--- config.mk ---
export PLATFORM = sky130hd
export DESIGN_NAME = ir_pulse_distance_decoder
export DESIGN_NICKNAME = d
export VERILOG_FILES = /design/src/hw/rtl/irpdd_pkg.sv /design/src/hw/rtl/ir_pulse_distance_decoder.sv
export VERILOG_INCLUDE_DIRS = /design/src /design/src/hw/rtl
export SDC_FILE = /design/constraint.sdc
export NUM_CORES = 1
export LEC_CHECK = 0
export CORE_AREA = 2 2 309 158
export CTS_CLUSTER_SIZE = 24
export DETAILED_ROUTE_END_ITERATION = 10
export DIE_AREA = 0 0 311 160
export DONT_BUFFER_PORTS = 1
export HOLD_SLACK_MARGIN = 0.1
export SLEW_MARGIN = 20
export SYNTH_ARGS = -nofsm -noshare
export SYNTH_HDL_FRONTEND = slang
export SYNTH_SLANG_ARGS = --single-unit
--- constraint.sdc ---
create_clock -name clk -period 4.3 [get_ports clk]
set_input_delay 1.075 -clock clk [delete_from_list [all_inputs] [get_ports clk]]
set_output_delay 1.075 -clock clk [all_outputs]
set_load 0.1 [all_outputs]
--- src/hw/rtl/assert_macros.svh ---
// Assertion helpers shared by the RTL
`ifndef ASSERT_MACROS_SVH
`define ASSERT_MACROS_SVH

// Check prop at every rising edge outside reset
`define ASSERT_CLK(lbl, clk, rst_n, prop, msg) \
  lbl: assert property (@(posedge clk) disable iff (!rst_n) (prop)) else $error(msg);

// Check prop at every rising edge, reset included
`define ASSERT_ALWAYS(lbl, clk, prop, msg) \
  lbl: assert property (@(posedge clk) (prop)) else $error(msg);

`endif

--- src/hw/rtl/irpdd_pkg.sv ---
package irpdd_pkg;

  localparam int INTERVAL_BITS = 16;
  localparam int IV_W          = 16;
  localparam int CFG_W         = 16;
  localparam int NUM_CFG       = 8;
  localparam int CFG_IDX_W     = $clog2(NUM_CFG);

  // Interval bits that take part in the decode
  localparam logic [IV_W-1:0] IV_MASK =
    (INTERVAL_BITS >= IV_W) ? {IV_W{1'b1}} : IV_W'((64'd1 << INTERVAL_BITS) - 64'd1);

  localparam logic [IV_W-1:0] ONE_SPACE_MAX    = 16'd1700;
  localparam logic [IV_W-1:0] REPEAT_SPACE_MAX = 16'd3000;

  // Register indexes
  localparam logic [CFG_IDX_W-1:0] CFG_LEAD_PULSE_MIN   = 3'd0;
  localparam logic [CFG_IDX_W-1:0] CFG_LEAD_PULSE_MAX   = 3'd1;
  localparam logic [CFG_IDX_W-1:0] CFG_LEAD_SPACE_MIN   = 3'd2;
  localparam logic [CFG_IDX_W-1:0] CFG_LEAD_SPACE_MAX   = 3'd3;
  localparam logic [CFG_IDX_W-1:0] CFG_REPEAT_SPACE_MIN = 3'd4;
  localparam logic [CFG_IDX_W-1:0] CFG_SHORT_MIN        = 3'd5;
  localparam logic [CFG_IDX_W-1:0] CFG_SHORT_MAX        = 3'd6;
  localparam logic [CFG_IDX_W-1:0] CFG_ONE_SPACE_MIN    = 3'd7;

  localparam logic [CFG_W-1:0] CFG_RESET [NUM_CFG] = '{
    16'd6000, 16'd10000, 16'd3000, 16'd5000, 16'd1800, 16'd200, 16'd700, 16'd1500
  };

  // Result kinds
  localparam logic [1:0] KIND_FRAME   = 2'd0;
  localparam logic [1:0] KIND_REPEAT  = 2'd1;
  localparam logic [1:0] KIND_INVALID = 2'd2;

  localparam logic IN_CMD_EDGE    = 1'b0;
  localparam logic IN_CMD_TIMEOUT = 1'b1;

  typedef struct packed {
    logic            cmd;
    logic [IV_W-1:0] interval;
  } irpdd_in_t;

  typedef struct packed {
    logic [1:0]      kind;
    logic [7:0]      address;
    logic [7:0]      command;
    logic [7:0]      address_check;
    logic [7:0]      command_check;
    logic [3:0]      fail_phase;
    logic [IV_W-1:0] fail_interval;
  } irpdd_out_t;

endpackage

--- src/hw/rtl/ir_pulse_distance_decoder.sv ---
// IR pulse-distance remote decoder.
// Input channel (in_valid / in_stall / in_data): one transaction per edge,
// carrying the ticks since the previous edge, or a timer-overflow timeout.
// Result channel (out_valid / out_stall / out_data): one transaction per
// decoded frame, repeat code or invalid interval; most inputs give none.
// Configuration: cfg_wr_en writes cfg_wdata to the timing window register
// selected by cfg_index; write only while the decoder is idle.
// Throughput: one input transaction per cycle while no result is held stalled.
// An accepted input is held in an input register and decoded there by a
// single pass of window compares and a bit write, whose result lands in the
// output register once out_stall allows it; out_valid shows that register.
// A stalled result holds the output register; the decode stage then holds
// and, with an input waiting, in_stall rises until the result is taken.
// Reset (synchronous, rst_n low): decoder returns to idle, stored bytes and
// last frame cleared, window registers take their default values.
`include "assert_macros.svh"

module ir_pulse_distance_decoder (
  input  logic                                clk,
  input  logic                                rst_n,
  input  logic                                in_valid,
  output logic                                in_stall,
  input  irpdd_pkg::irpdd_in_t                in_data,
  output logic                                out_valid,
  input  logic                                out_stall,
  output irpdd_pkg::irpdd_out_t               out_data,
  input  logic                                cfg_wr_en,
  input  logic [irpdd_pkg::CFG_IDX_W-1:0]     cfg_index,
  input  logic [irpdd_pkg::CFG_W-1:0]         cfg_wdata
);
  import irpdd_pkg::*;

  localparam logic [3:0] PH_IDLE       = 4'd0;
  localparam logic [3:0] PH_LEAD_PULSE = 4'd1;
  localparam logic [3:0] PH_LEAD_SPACE = 4'd2;
  localparam logic [3:0] PH_BIT_PULSE0 = 4'd3;
  localparam logic [3:0] PH_BIT_SPACE0 = 4'd4;
  localparam logic [3:0] PH_BIT_PULSE1 = 4'd5;
  localparam logic [3:0] PH_BIT_SPACE1 = 4'd6;
  localparam logic [3:0] PH_BIT_PULSE2 = 4'd7;
  localparam logic [3:0] PH_BIT_SPACE2 = 4'd8;
  localparam logic [3:0] PH_BIT_PULSE3 = 4'd9;
  localparam logic [3:0] PH_BIT_SPACE3 = 4'd10;
  localparam logic [3:0] PH_FINAL      = 4'd11;

  logic [CFG_W-1:0] cfg_r [NUM_CFG];

  logic       in_valid_r;
  irpdd_in_t  in_item_r;
  logic       out_valid_r;
  irpdd_out_t out_item_r;

  logic [3:0] phase_r,    phase_nxt;
  logic [2:0] bit_pos_r,  bit_pos_nxt;
  logic [7:0] frame_r   [4];
  logic [7:0] frame_nxt [4];
  logic [7:0] last_addr_r, last_addr_nxt;
  logic [7:0] last_cmd_r,  last_cmd_nxt;
  logic       rpt_pend_r,  rpt_pend_nxt;

  logic       advance;
  logic       has_result;
  irpdd_out_t result;
  logic [IV_W-1:0] iv;
  logic       short_ok, one_ok, lead_pulse_ok, lead_space_ok, rpt_space_ok;
  logic [1:0] byte_idx;

  assign advance   = !out_valid_r || !out_stall;
  assign in_stall  = in_valid_r && !advance;
  assign out_valid = out_valid_r;
  assign out_data  = out_item_r;

  always_ff @(posedge clk) begin
    if (!rst_n) begin
      for (int i = 0; i < NUM_CFG; i++) begin
        cfg_r[i] <= CFG_RESET[i];
      end
    end else if (cfg_wr_en) begin
      cfg_r[cfg_index] <= cfg_wdata;
    end
  end

  assign iv            = in_item_r.interval & IV_MASK;
  assign short_ok      = iv >= cfg_r[CFG_SHORT_MIN] && iv <= cfg_r[CFG_SHORT_MAX];
  assign one_ok        = iv >= cfg_r[CFG_ONE_SPACE_MIN] && iv <= ONE_SPACE_MAX;
  assign lead_pulse_ok = iv >= cfg_r[CFG_LEAD_PULSE_MIN] && iv <= cfg_r[CFG_LEAD_PULSE_MAX];
  assign lead_space_ok = iv >= cfg_r[CFG_LEAD_SPACE_MIN] && iv <= cfg_r[CFG_LEAD_SPACE_MAX];
  assign rpt_space_ok  = iv >= cfg_r[CFG_REPEAT_SPACE_MIN] && iv <= REPEAT_SPACE_MAX;
  // bit spaces 4/6/8/10 fill bytes 0..3
  assign byte_idx      = 2'(phase_r[3:1] - 3'd2);

  always_comb begin
    logic invalid;
    invalid       = 1'b0;
    has_result    = 1'b0;
    result        = '0;
    phase_nxt     = phase_r;
    bit_pos_nxt   = bit_pos_r;
    frame_nxt     = frame_r;
    last_addr_nxt = last_addr_r;
    last_cmd_nxt  = last_cmd_r;
    rpt_pend_nxt  = rpt_pend_r;

    if (in_item_r.cmd == IN_CMD_TIMEOUT) begin
      phase_nxt   = PH_IDLE;
      bit_pos_nxt = '0;
      frame_nxt   = '{default: '0};
    end else if (iv >= cfg_r[CFG_SHORT_MIN]) begin
      case (phase_r)
        PH_IDLE: begin
          phase_nxt = PH_LEAD_PULSE;
        end
        PH_LEAD_PULSE: begin
          if (lead_pulse_ok) phase_nxt = PH_LEAD_SPACE;
          else               invalid   = 1'b1;
        end
        PH_LEAD_SPACE: begin
          // leader space wins over repeat space where both fit
          if (lead_space_ok) begin
            rpt_pend_nxt = 1'b0;
            phase_nxt    = PH_BIT_PULSE0;
          end else if (rpt_space_ok) begin
            rpt_pend_nxt = 1'b1;
            phase_nxt    = PH_FINAL;
          end else begin
            invalid = 1'b1;
          end
        end
        PH_BIT_PULSE0, PH_BIT_PULSE1, PH_BIT_PULSE2, PH_BIT_PULSE3: begin
          if (short_ok) phase_nxt = phase_r + 4'd1;
          else          invalid   = 1'b1;
        end
        PH_BIT_SPACE0, PH_BIT_SPACE1, PH_BIT_SPACE2, PH_BIT_SPACE3: begin
          if (!(one_ok || short_ok)) begin
            invalid = 1'b1;
          end else begin
            if (one_ok) frame_nxt[byte_idx] = frame_r[byte_idx] | (8'd1 << bit_pos_r);
            if (bit_pos_r == 3'd7) begin
              phase_nxt   = phase_r + 4'd1;
              bit_pos_nxt = '0;
            end else begin
              phase_nxt   = phase_r - 4'd1;
              bit_pos_nxt = bit_pos_r + 3'd1;
            end
          end
        end
        PH_FINAL: begin
          if (!short_ok) begin
            invalid = 1'b1;
          end else if (rpt_pend_r) begin
            has_result     = 1'b1;
            result.kind    = KIND_REPEAT;
            result.address = last_addr_r;
            result.command = last_cmd_r;
            phase_nxt      = PH_IDLE;
          end else if (~frame_r[0] == frame_r[1] && ~frame_r[2] == frame_r[3]) begin
            has_result           = 1'b1;
            result.kind          = KIND_FRAME;
            result.address       = frame_r[0];
            result.command       = frame_r[2];
            result.address_check = frame_r[1];
            result.command_check = frame_r[3];
            last_addr_nxt        = frame_r[0];
            last_cmd_nxt         = frame_r[2];
            phase_nxt            = PH_IDLE;
            bit_pos_nxt          = '0;
            frame_nxt            = '{default: '0};
          end else begin
            invalid = 1'b1;
          end
        end
        default: begin
          invalid = 1'b1;
        end
      endcase
    end

    if (invalid) begin
      has_result           = 1'b1;
      result.kind          = KIND_INVALID;
      result.address       = frame_r[0];
      result.command       = frame_r[2];
      result.address_check = frame_r[1];
      result.command_check = frame_r[3];
      result.fail_phase    = phase_r;
      result.fail_interval = iv;
      phase_nxt            = PH_IDLE;
      bit_pos_nxt          = '0;
      frame_nxt            = '{default: '0};
      last_addr_nxt        = '0;
      last_cmd_nxt         = '0;
    end
  end

  always_ff @(posedge clk) begin
    if (!rst_n) begin
      in_valid_r  <= 1'b0;
      out_valid_r <= 1'b0;
      phase_r     <= PH_IDLE;
      bit_pos_r   <= '0;
      frame_r     <= '{default: '0};
      last_addr_r <= '0;
      last_cmd_r  <= '0;
      rpt_pend_r  <= 1'b0;
    end else begin
      if (!in_stall) begin
        in_valid_r <= in_valid;
      end
      if (advance) begin
        out_valid_r <= in_valid_r && has_result;
      end
      // advance the decoder only on a transaction that leaves the input register
      if (in_valid_r && advance) begin
        phase_r     <= phase_nxt;
        bit_pos_r   <= bit_pos_nxt;
        frame_r     <= frame_nxt;
        last_addr_r <= last_addr_nxt;
        last_cmd_r  <= last_cmd_nxt;
        rpt_pend_r  <= rpt_pend_nxt;
      end
    end
  end

  always_ff @(posedge clk) begin
    if (in_valid && !in_stall) begin
      in_item_r <= in_data;
    end
    if (in_valid_r && advance && has_result) begin
      out_item_r <= result;
    end
  end

  `ASSERT_CLK(a_bitpos_in_bits, clk, rst_n,
    (bit_pos_r != 3'd0) |-> (phase_r >= PH_BIT_PULSE0 && phase_r <= PH_BIT_SPACE3),
    "bit position set outside the bit cells")
  `ASSERT_CLK(a_stall_cause, clk, rst_n,
    in_stall |-> (out_valid_r && out_stall && in_valid_r),
    "input stalled without a held result")
  `ASSERT_CLK(a_frame_saved, clk, rst_n,
    (out_valid_r && out_item_r.kind == KIND_FRAME) |->
      (last_addr_r == out_item_r.address && last_cmd_r == out_item_r.command),
    "shown frame not kept as last frame")

endmodule

== Word level (Yosys, flattened, before mapping) ==
Memories as Yosys holds them, arrays and structs flattened.
Index checks and enable logic that the tools add are counted.

* Reductions and logical operators: 36
* Magnitude comparators: 12
* Bitwise operators: 8
* Equal/unequal tests: 25
* Shift operators: 1
* Muxes and demuxes: 86
* Add/subtract/negate cells: 4

{| class="wikitable"
|+ Operators by type and width
! kind !! count
|-
| 32-bit two-way mux || 9
|-
| 34-bit two-way mux || 4
|-
| 8-bit two-way mux || 17
|-
| 16-bit greater-or-equal comparator || 5
|-
| 32-bit one-hot mux with 2 select lines || 1
|-
| 52-bit two-way mux || 1
|-
| 16-bit less-or-equal comparator || 3
|-
| 4-bit two-way mux || 12
|-
| 32-bit bitwise mux || 1
|-
| 16-bit two-way mux || 2
|-
| 4-bit inequality test, second input constant || 7
|-
| 3-bit two-way mux || 9
|-
| 1-bit two-way mux || 24
|-
| 4-bit one-hot mux with 6 select lines || 1
|-
| 18-bit two-way mux || 1
|-
| 8-bit binary-select mux with 2-bit select || 1
|-
| 8-bit demux with 2-bit select || 1
|-
| 4-bit by 3-bit equality test with 1-bit output, second input constant || 4
|-
| 4-bit equality test, second input constant || 4
|-
| 8-bit equality test || 2
|-
| 16-bit by 11-bit less-or-equal comparator with 1-bit output, second input constant || 1
|-
| 16-bit by 12-bit less-or-equal comparator with 1-bit output, second input constant || 1
|-
| 8-bit inverter || 2
|-
| 16-bit OR reduction || 1
|-
| other kinds (31) || 58
|}

* Register bits: 129
* Bits of input ports: 41
* Memories kept: 1
* Output and inout bits: 56
* Logic and storage cells: 194
* Memory bits (writable): 128

{| class="wikitable"
|+ Memories
! name !! words !! bits a word !! read ports !! clocked after memory_dff !! wr ports !! RTL line !! text
|-
| cfg_r || 8 || 16 || 8 || 0 || 8 || ir_pulse_distance_decoder.sv:46 || <nowiki>logic [CFG_W-1:0] cfg_r [NUM_CFG];</nowiki>
|}

== Longest topological paths before layout ==
* Depth in word-level cells: 13
* Mapped depth: 13
* Gate-level depth less buffers: 12

== Least setup slack after synthesis ==
No wires, ideal clock.

* Path kind: reg2reg
* From: register in_item_r, in the netlist iv[0]
* To: register out_item_r, in the netlist out_data[0], enable pin
* Required time: 3884 ps
* Stages on the path, launching flop included: 11
* Buffers on the path: 1
* Path slack: 162 ps
* Library setup time: 416 ps
* Data arrival time: 3722 ps
* Clock period less this slack: 4138 ps
* Cell sequence: edfxtp_1 > inv_1 > ha_1 > nand2b_1 > a211oi_1 > nor3_1 > o41ai_1 > a21oi_1 > o2111ai_2 > clkbuf_1 > o21a_1

* Cells in the longest elaborated chain, start to end: 9
* Elaborated cells between the ends (all ways): 31
* Those cells by class: order compare (10); mux (14); reduce/logical (7)

{| class="wikitable"
|+ Ends and longest elaborated chain
! element !! RTL line !! text
|-
| start: declaration || ir_pulse_distance_decoder.sv:49 || <nowiki>irpdd_in_t in_item_r;</nowiki>
|-
| start signal: assignment || ir_pulse_distance_decoder.sv:226 || <nowiki>in_item_r <= in_data;</nowiki>
|-
| 16-bit greater-or-equal comparator, or another cell as far along || ir_pulse_distance_decoder.sv:88 || <nowiki>assign rpt_space_ok = iv >= cfg_r[CFG_REPEAT_SPACE_MIN] && iv <= REPEAT_SPACE_MAX;</nowiki>
|-
| 1-bit logical AND, on equally long branches || ir_pulse_distance_decoder.sv:88, ir_pulse_distance_decoder.sv:84, ir_pulse_distance_decoder.sv:85 ||
|-
| 1-bit two-way mux / 1-bit logical OR (equally long branches) || ir_pulse_distance_decoder.sv:122, ir_pulse_distance_decoder.sv:134 ||
|-
| 1-bit two-way mux, on equally long branches || ir_pulse_distance_decoder.sv:119, ir_pulse_distance_decoder.sv:134 ||
|-
| 1-bit one-hot mux with 6 select lines || ir_pulse_distance_decoder.sv:109 || <nowiki>case (phase_r)</nowiki>
|-
| 1-bit two-way mux || ir_pulse_distance_decoder.sv:108 || <nowiki>end else if (iv >= cfg_r[CFG_SHORT_MIN]) begin</nowiki>
|-
| 1-bit two-way mux || ir_pulse_distance_decoder.sv:104 || <nowiki>if (in_item_r.cmd == IN_CMD_TIMEOUT) begin</nowiki>
|-
| 1-bit two-way mux (*) || ir_pulse_distance_decoder.sv:178 || <nowiki>if (invalid) begin</nowiki>
|-
| 1-bit logical AND (*) || ir_pulse_distance_decoder.sv:228 || <nowiki>if (in_valid_r && advance && has_result) begin</nowiki>
|-
| end signal: assignment || ir_pulse_distance_decoder.sv:229 || <nowiki>out_item_r <= result;</nowiki>
|-
| end: declaration || ir_pulse_distance_decoder.sv:51 || <nowiki>irpdd_out_t out_item_r;</nowiki>
|}

Every way passes the cells marked *; elsewhere a longest branch is shown, timed or not.
A chain may end at the register's enable or synchronous reset.

== Final worst setup path ==
* From: register in_item_r, in the netlist iv[11]
* To: register last_cmd_r[2]

* Cells in the longest elaborated chain, start to end: 9
* Elaborated cells between the ends (all ways): 33
* Those cells by class: order compare (10); eq/ne (2); mux (10); reduce/logical (11)

{| class="wikitable"
|+ Ends and longest elaborated chain
! element !! RTL line !! text
|-
| 16-bit greater-or-equal comparator, or another cell as far along || ir_pulse_distance_decoder.sv:88 ||
|-
| 1-bit logical AND, on equally long branches || ir_pulse_distance_decoder.sv:88, ir_pulse_distance_decoder.sv:84, ir_pulse_distance_decoder.sv:85 ||
|-
| 1-bit two-way mux / 1-bit logical OR (equally long branches) || ir_pulse_distance_decoder.sv:122, ir_pulse_distance_decoder.sv:134 ||
|-
| 1-bit two-way mux, on equally long branches || ir_pulse_distance_decoder.sv:119, ir_pulse_distance_decoder.sv:134 ||
|-
| 1-bit one-hot mux with 6 select lines || ir_pulse_distance_decoder.sv:109 ||
|-
| 1-bit two-way mux || ir_pulse_distance_decoder.sv:108 ||
|-
| 1-bit two-way mux || ir_pulse_distance_decoder.sv:104 ||
|-
| 2-bit by 1-bit inequality test with 1-bit output (no source line) / 2-bit nonzero test (equally long branches) || n/a ||
|-
| 7-bit AND reduction (no source line) || n/a ||
|-
| end signal: assignment || ir_pulse_distance_decoder.sv:218 || <nowiki>last_cmd_r <= last_cmd_nxt;</nowiki>
|-
| end: declaration || ir_pulse_distance_decoder.sv:58 || <nowiki>logic [7:0] last_cmd_r, last_cmd_nxt;</nowiki>
|}

Parallel ways exist; a longest one is shown, timed or not.

==> results.cfg <==
[status]
status = completed

[hold_path]
hp-start = last_cmd_r[4]
whs_path_depth = 2
min_path_type = reg -> reg
hold_end = last_cmd_r[4]

[routing]
wl_met3_um = 6280
viasPerCell = 5.21
drt_pass1_iterations = 6
wl_um = 45900
vias = 10300
postRouteAntennaNets = 0
wire_per_inst_um = 23.2
drcViolationCount = 0
dr_wl_met2_um = 16200
wl_met1_um = 23000
drtIter0Drc = 1272
maxUsedRoutingLayer = met5

[place]
port_buffers = 0
placed_area_sq_um = 15000
dp_hpwl_um = 34800
place.gp.congestion = 0.948

[run]
cap_viol_max_count = 0

[clock_network]
clk_pin_slew_ns = 0.07
root_buffer = clkbuf_16
cts_hold_buf = 0
post_cts.repair.setup_buffers = 0
cts_resized = 0
cts_tree = yes
cts.sinks = 257
cts.path.max_buffers = 3
cts_made_buffers = 26
worstSkewPairLatency_ns = 0.57
cts.htree.levels = 1

[worst_setup_path]
path_max_fanout = 16
reg2reg_from = iv[11]
worstPathArrival_ns = 4.52
r2r_end = last_cmd_r[2]
critPathLaunchType = flip-flop
regToRegSetupSlack_ns = 0.25
rr_worst_depth = 10
worst_setup_path_end_kind = flip-flop
path_class = reg -> reg
critical_path_required_ns = 4.77

[timing]
period_share_pct = 94.2
worstMarginPinSlew_ns = 1.05
rsz0062_at_grt = false
final.min_clock_period_ns = 4.05
drv_slew = 0
setup_viol = 0
timing.fmax_mhz = 247
skew_ns = 0.0317
fin_setup_tns_ns = 0
maxSlewHeadroom_pct = 29.9
hold_viol = 0

[pwr]
ir_drop_uv = 155
powerDensity_nw_per_um2 = 360
power_leakage_nw = 6.29

[synthesis]
synthArstFlopShare_pct = 0
yosys_warnings = 0
synth_enable_flop_cells = 199
yosys.area.top_type_share_pct = 42.7
synthFlopType = edfxtp_1
netlist_instances = 1278
synth_top_area_cell = edfxtp_1
synth.net_count = 1457
syn-cell-area_sq_um = 14000
avgSynthCellArea_sq_um = 11.0
ys_seq_area_share_pct = 51.0
ys_types = 66
synthTopCellsByArea = edfxtp_1 (43%), ha_1 (12%), dfxtp_1 (8.3%)
synth-seq-cells = 257

[floorplan]
initial_core_util_pct = 29.5
rows = 57
ioPinCount = 97
core_area_sq_um = 47500
die_h_um = 160
die_area_sq_um = 49800
die_w_um = 311

[cells_and_area]
syn_to_final_growth_pct = 13.6
final_nets = 1490
drive_above_1_share_pct = 8.49
stdcell_area_sq_um = 15900
n_fill_cell = 4765

[global_route]
grt_max_degree = 80
grt_pass1_vias = 9903
grt_first_pass_wirelength_um = 67100
grt_usage_pct = 18.2
overflow = 0
antenna_found_initial = 3
synthesized netlist by cell type (3+ instances only):
cell / number
mux2_2: 3
xor2_1: 16
nand4_1: 27
o21ai_1: 16
o21bai_1: 3
and2_1: 101
or3_1: 51
a221o_1: 4
clkbuf_1: 38
a211oi_1: 8
o211ai_1: 8
nand4b_1: 13
buf_2: 5
nor3_1: 8
mux2i_1: 36
nor2b_1: 9
dfxtp_1: 58
a2111oi_0: 3
a21o_1: 15
nand2_1: 88
nand3_1: 29
o21ai_0: 28
o21a_1: 4
a21oi_1: 56
a22o_1: 19
nor4_1: 6
mux4_2: 5
nand2b_1: 23
a21oi_2: 3
a31oi_1: 4
ha_1: 138
edfxtp_1: 199
nor2_1: 43
inv_1: 138
and3_1: 21
a221oi_1: 5
worst max-delay path by stage:
| stage | cells past startpoint | start | endpoint |
|---|---|---|---|
| floorplan | 10 | iv[0] | out_data[0] |
| global placement | 11 | iv[10] | frame_r[17] |
| detailed placement | 11 | iv[10] | frame_r[18] |
| CTS | 11 | iv[11] | frame_r[18] |
| global route | 10 | iv[11] | last_cmd_r[5] |
| finish | 10 | iv[11] | last_cmd_r[2] |
per-stage QoR:
step	utilization [%]	std cells	hold WS (ns)	total power (W)	worst slack (ns)
3_5_place_dp	31.7	1932	0.448	0.00340	0.436
5_1_grt	33.5	1982	0.482	0.00593	0.0722
4_1_cts	33.5	1980	0.459	0.00575	0.403
3_3_place_gp	31.7	1932	0.442	0.00338	0.425
2_1_floorplan	-	1278	0.434	0.00320	0.162
6_report	33.5	1984	0.458	0.00573	0.250
cell families after synthesis:
logic type / Yosys count / share of synthesized area, %
compound gates: 207 / 10.1
xor+xnor: 16 / 1.00
fa+ha+maj: 138 / 12.3
buf+inv: 184 / 4.98
flops: 257 / 51.0
mux: 44 / 3.62
simple gates: 432 / 17.0
metal layers:
layer / track usage, % / vias up
met5: 0 / -
met4: 2.31 / 2
met3: 7.22 / 44
met2: 22.0 / 524
met1: 29.7 / 5078
li1: - / 4687
critical path: stages, from the launching register on:
cell and delay (ns):
edfxtp_1 0.72, ha_1 0.49, nand4_1 0.11, nor2_1 0.59
o41ai_1 0.20, buf_4 0.22, a21oi_1 0.41, and3_1 0.41
a21boi_2 0.21, buf_4 0.32, mux2i_1 0.24
registers in the layout (all words and copies together) (netlist names):
register,cells
in_item_r,1
phase_r,4
last_cmd_r,8
cfg_r,128
iv,16
frame_r,32
bit_pos_r,3
last_addr_r,8
out_data,54
rpt_pend_r,1
out_valid,1
in_valid_r,1
layout by cell type, fill, tap and decap left out, types with 27 or more instances in the layout:
| cell type | n |
|---|---|
| nand4_1 | 27 |
| mux2i_1 | 36 |
| dfxtp_1 | 58 |
| inv_1 | 138 |
| or3_1 | 51 |
| clkbuf_16 | 27 |
| edfxtp_1 | 199 |
| and2_1 | 101 |
| buf_4 | 46 |
| ha_1 | 138 |
| nor2_1 | 43 |
| nand3_1 | 29 |
| nand2_1 | 88 |
| a21oi_1 | 56 |
area by class of cell:
class / instances / area (sq um) / share of cell area (%)
timing repair buffer: 48 / 385 / 2.42
multi-input combinational: 837 / 6190 / 38.9
sequential: 257 / 7140 / 44.8
clock buffer: 29 / 683 / 4.29
clock inverter: 19 / 174 / 1.09
inverter: 141 / 529 / 3.33
antenna: 4 / 10.0 / 0.0629
tap: 649 / 812 / 5.10
where the power goes:
part,switching (W),total [W],internal [W]
clock,0.00104,0.00237,0.00132
sequential,0.0000896,0.00285,0.00276
combinational,0.000324,0.000517,0.000193
Note: power is estimated with default switching activity, not from simulation.
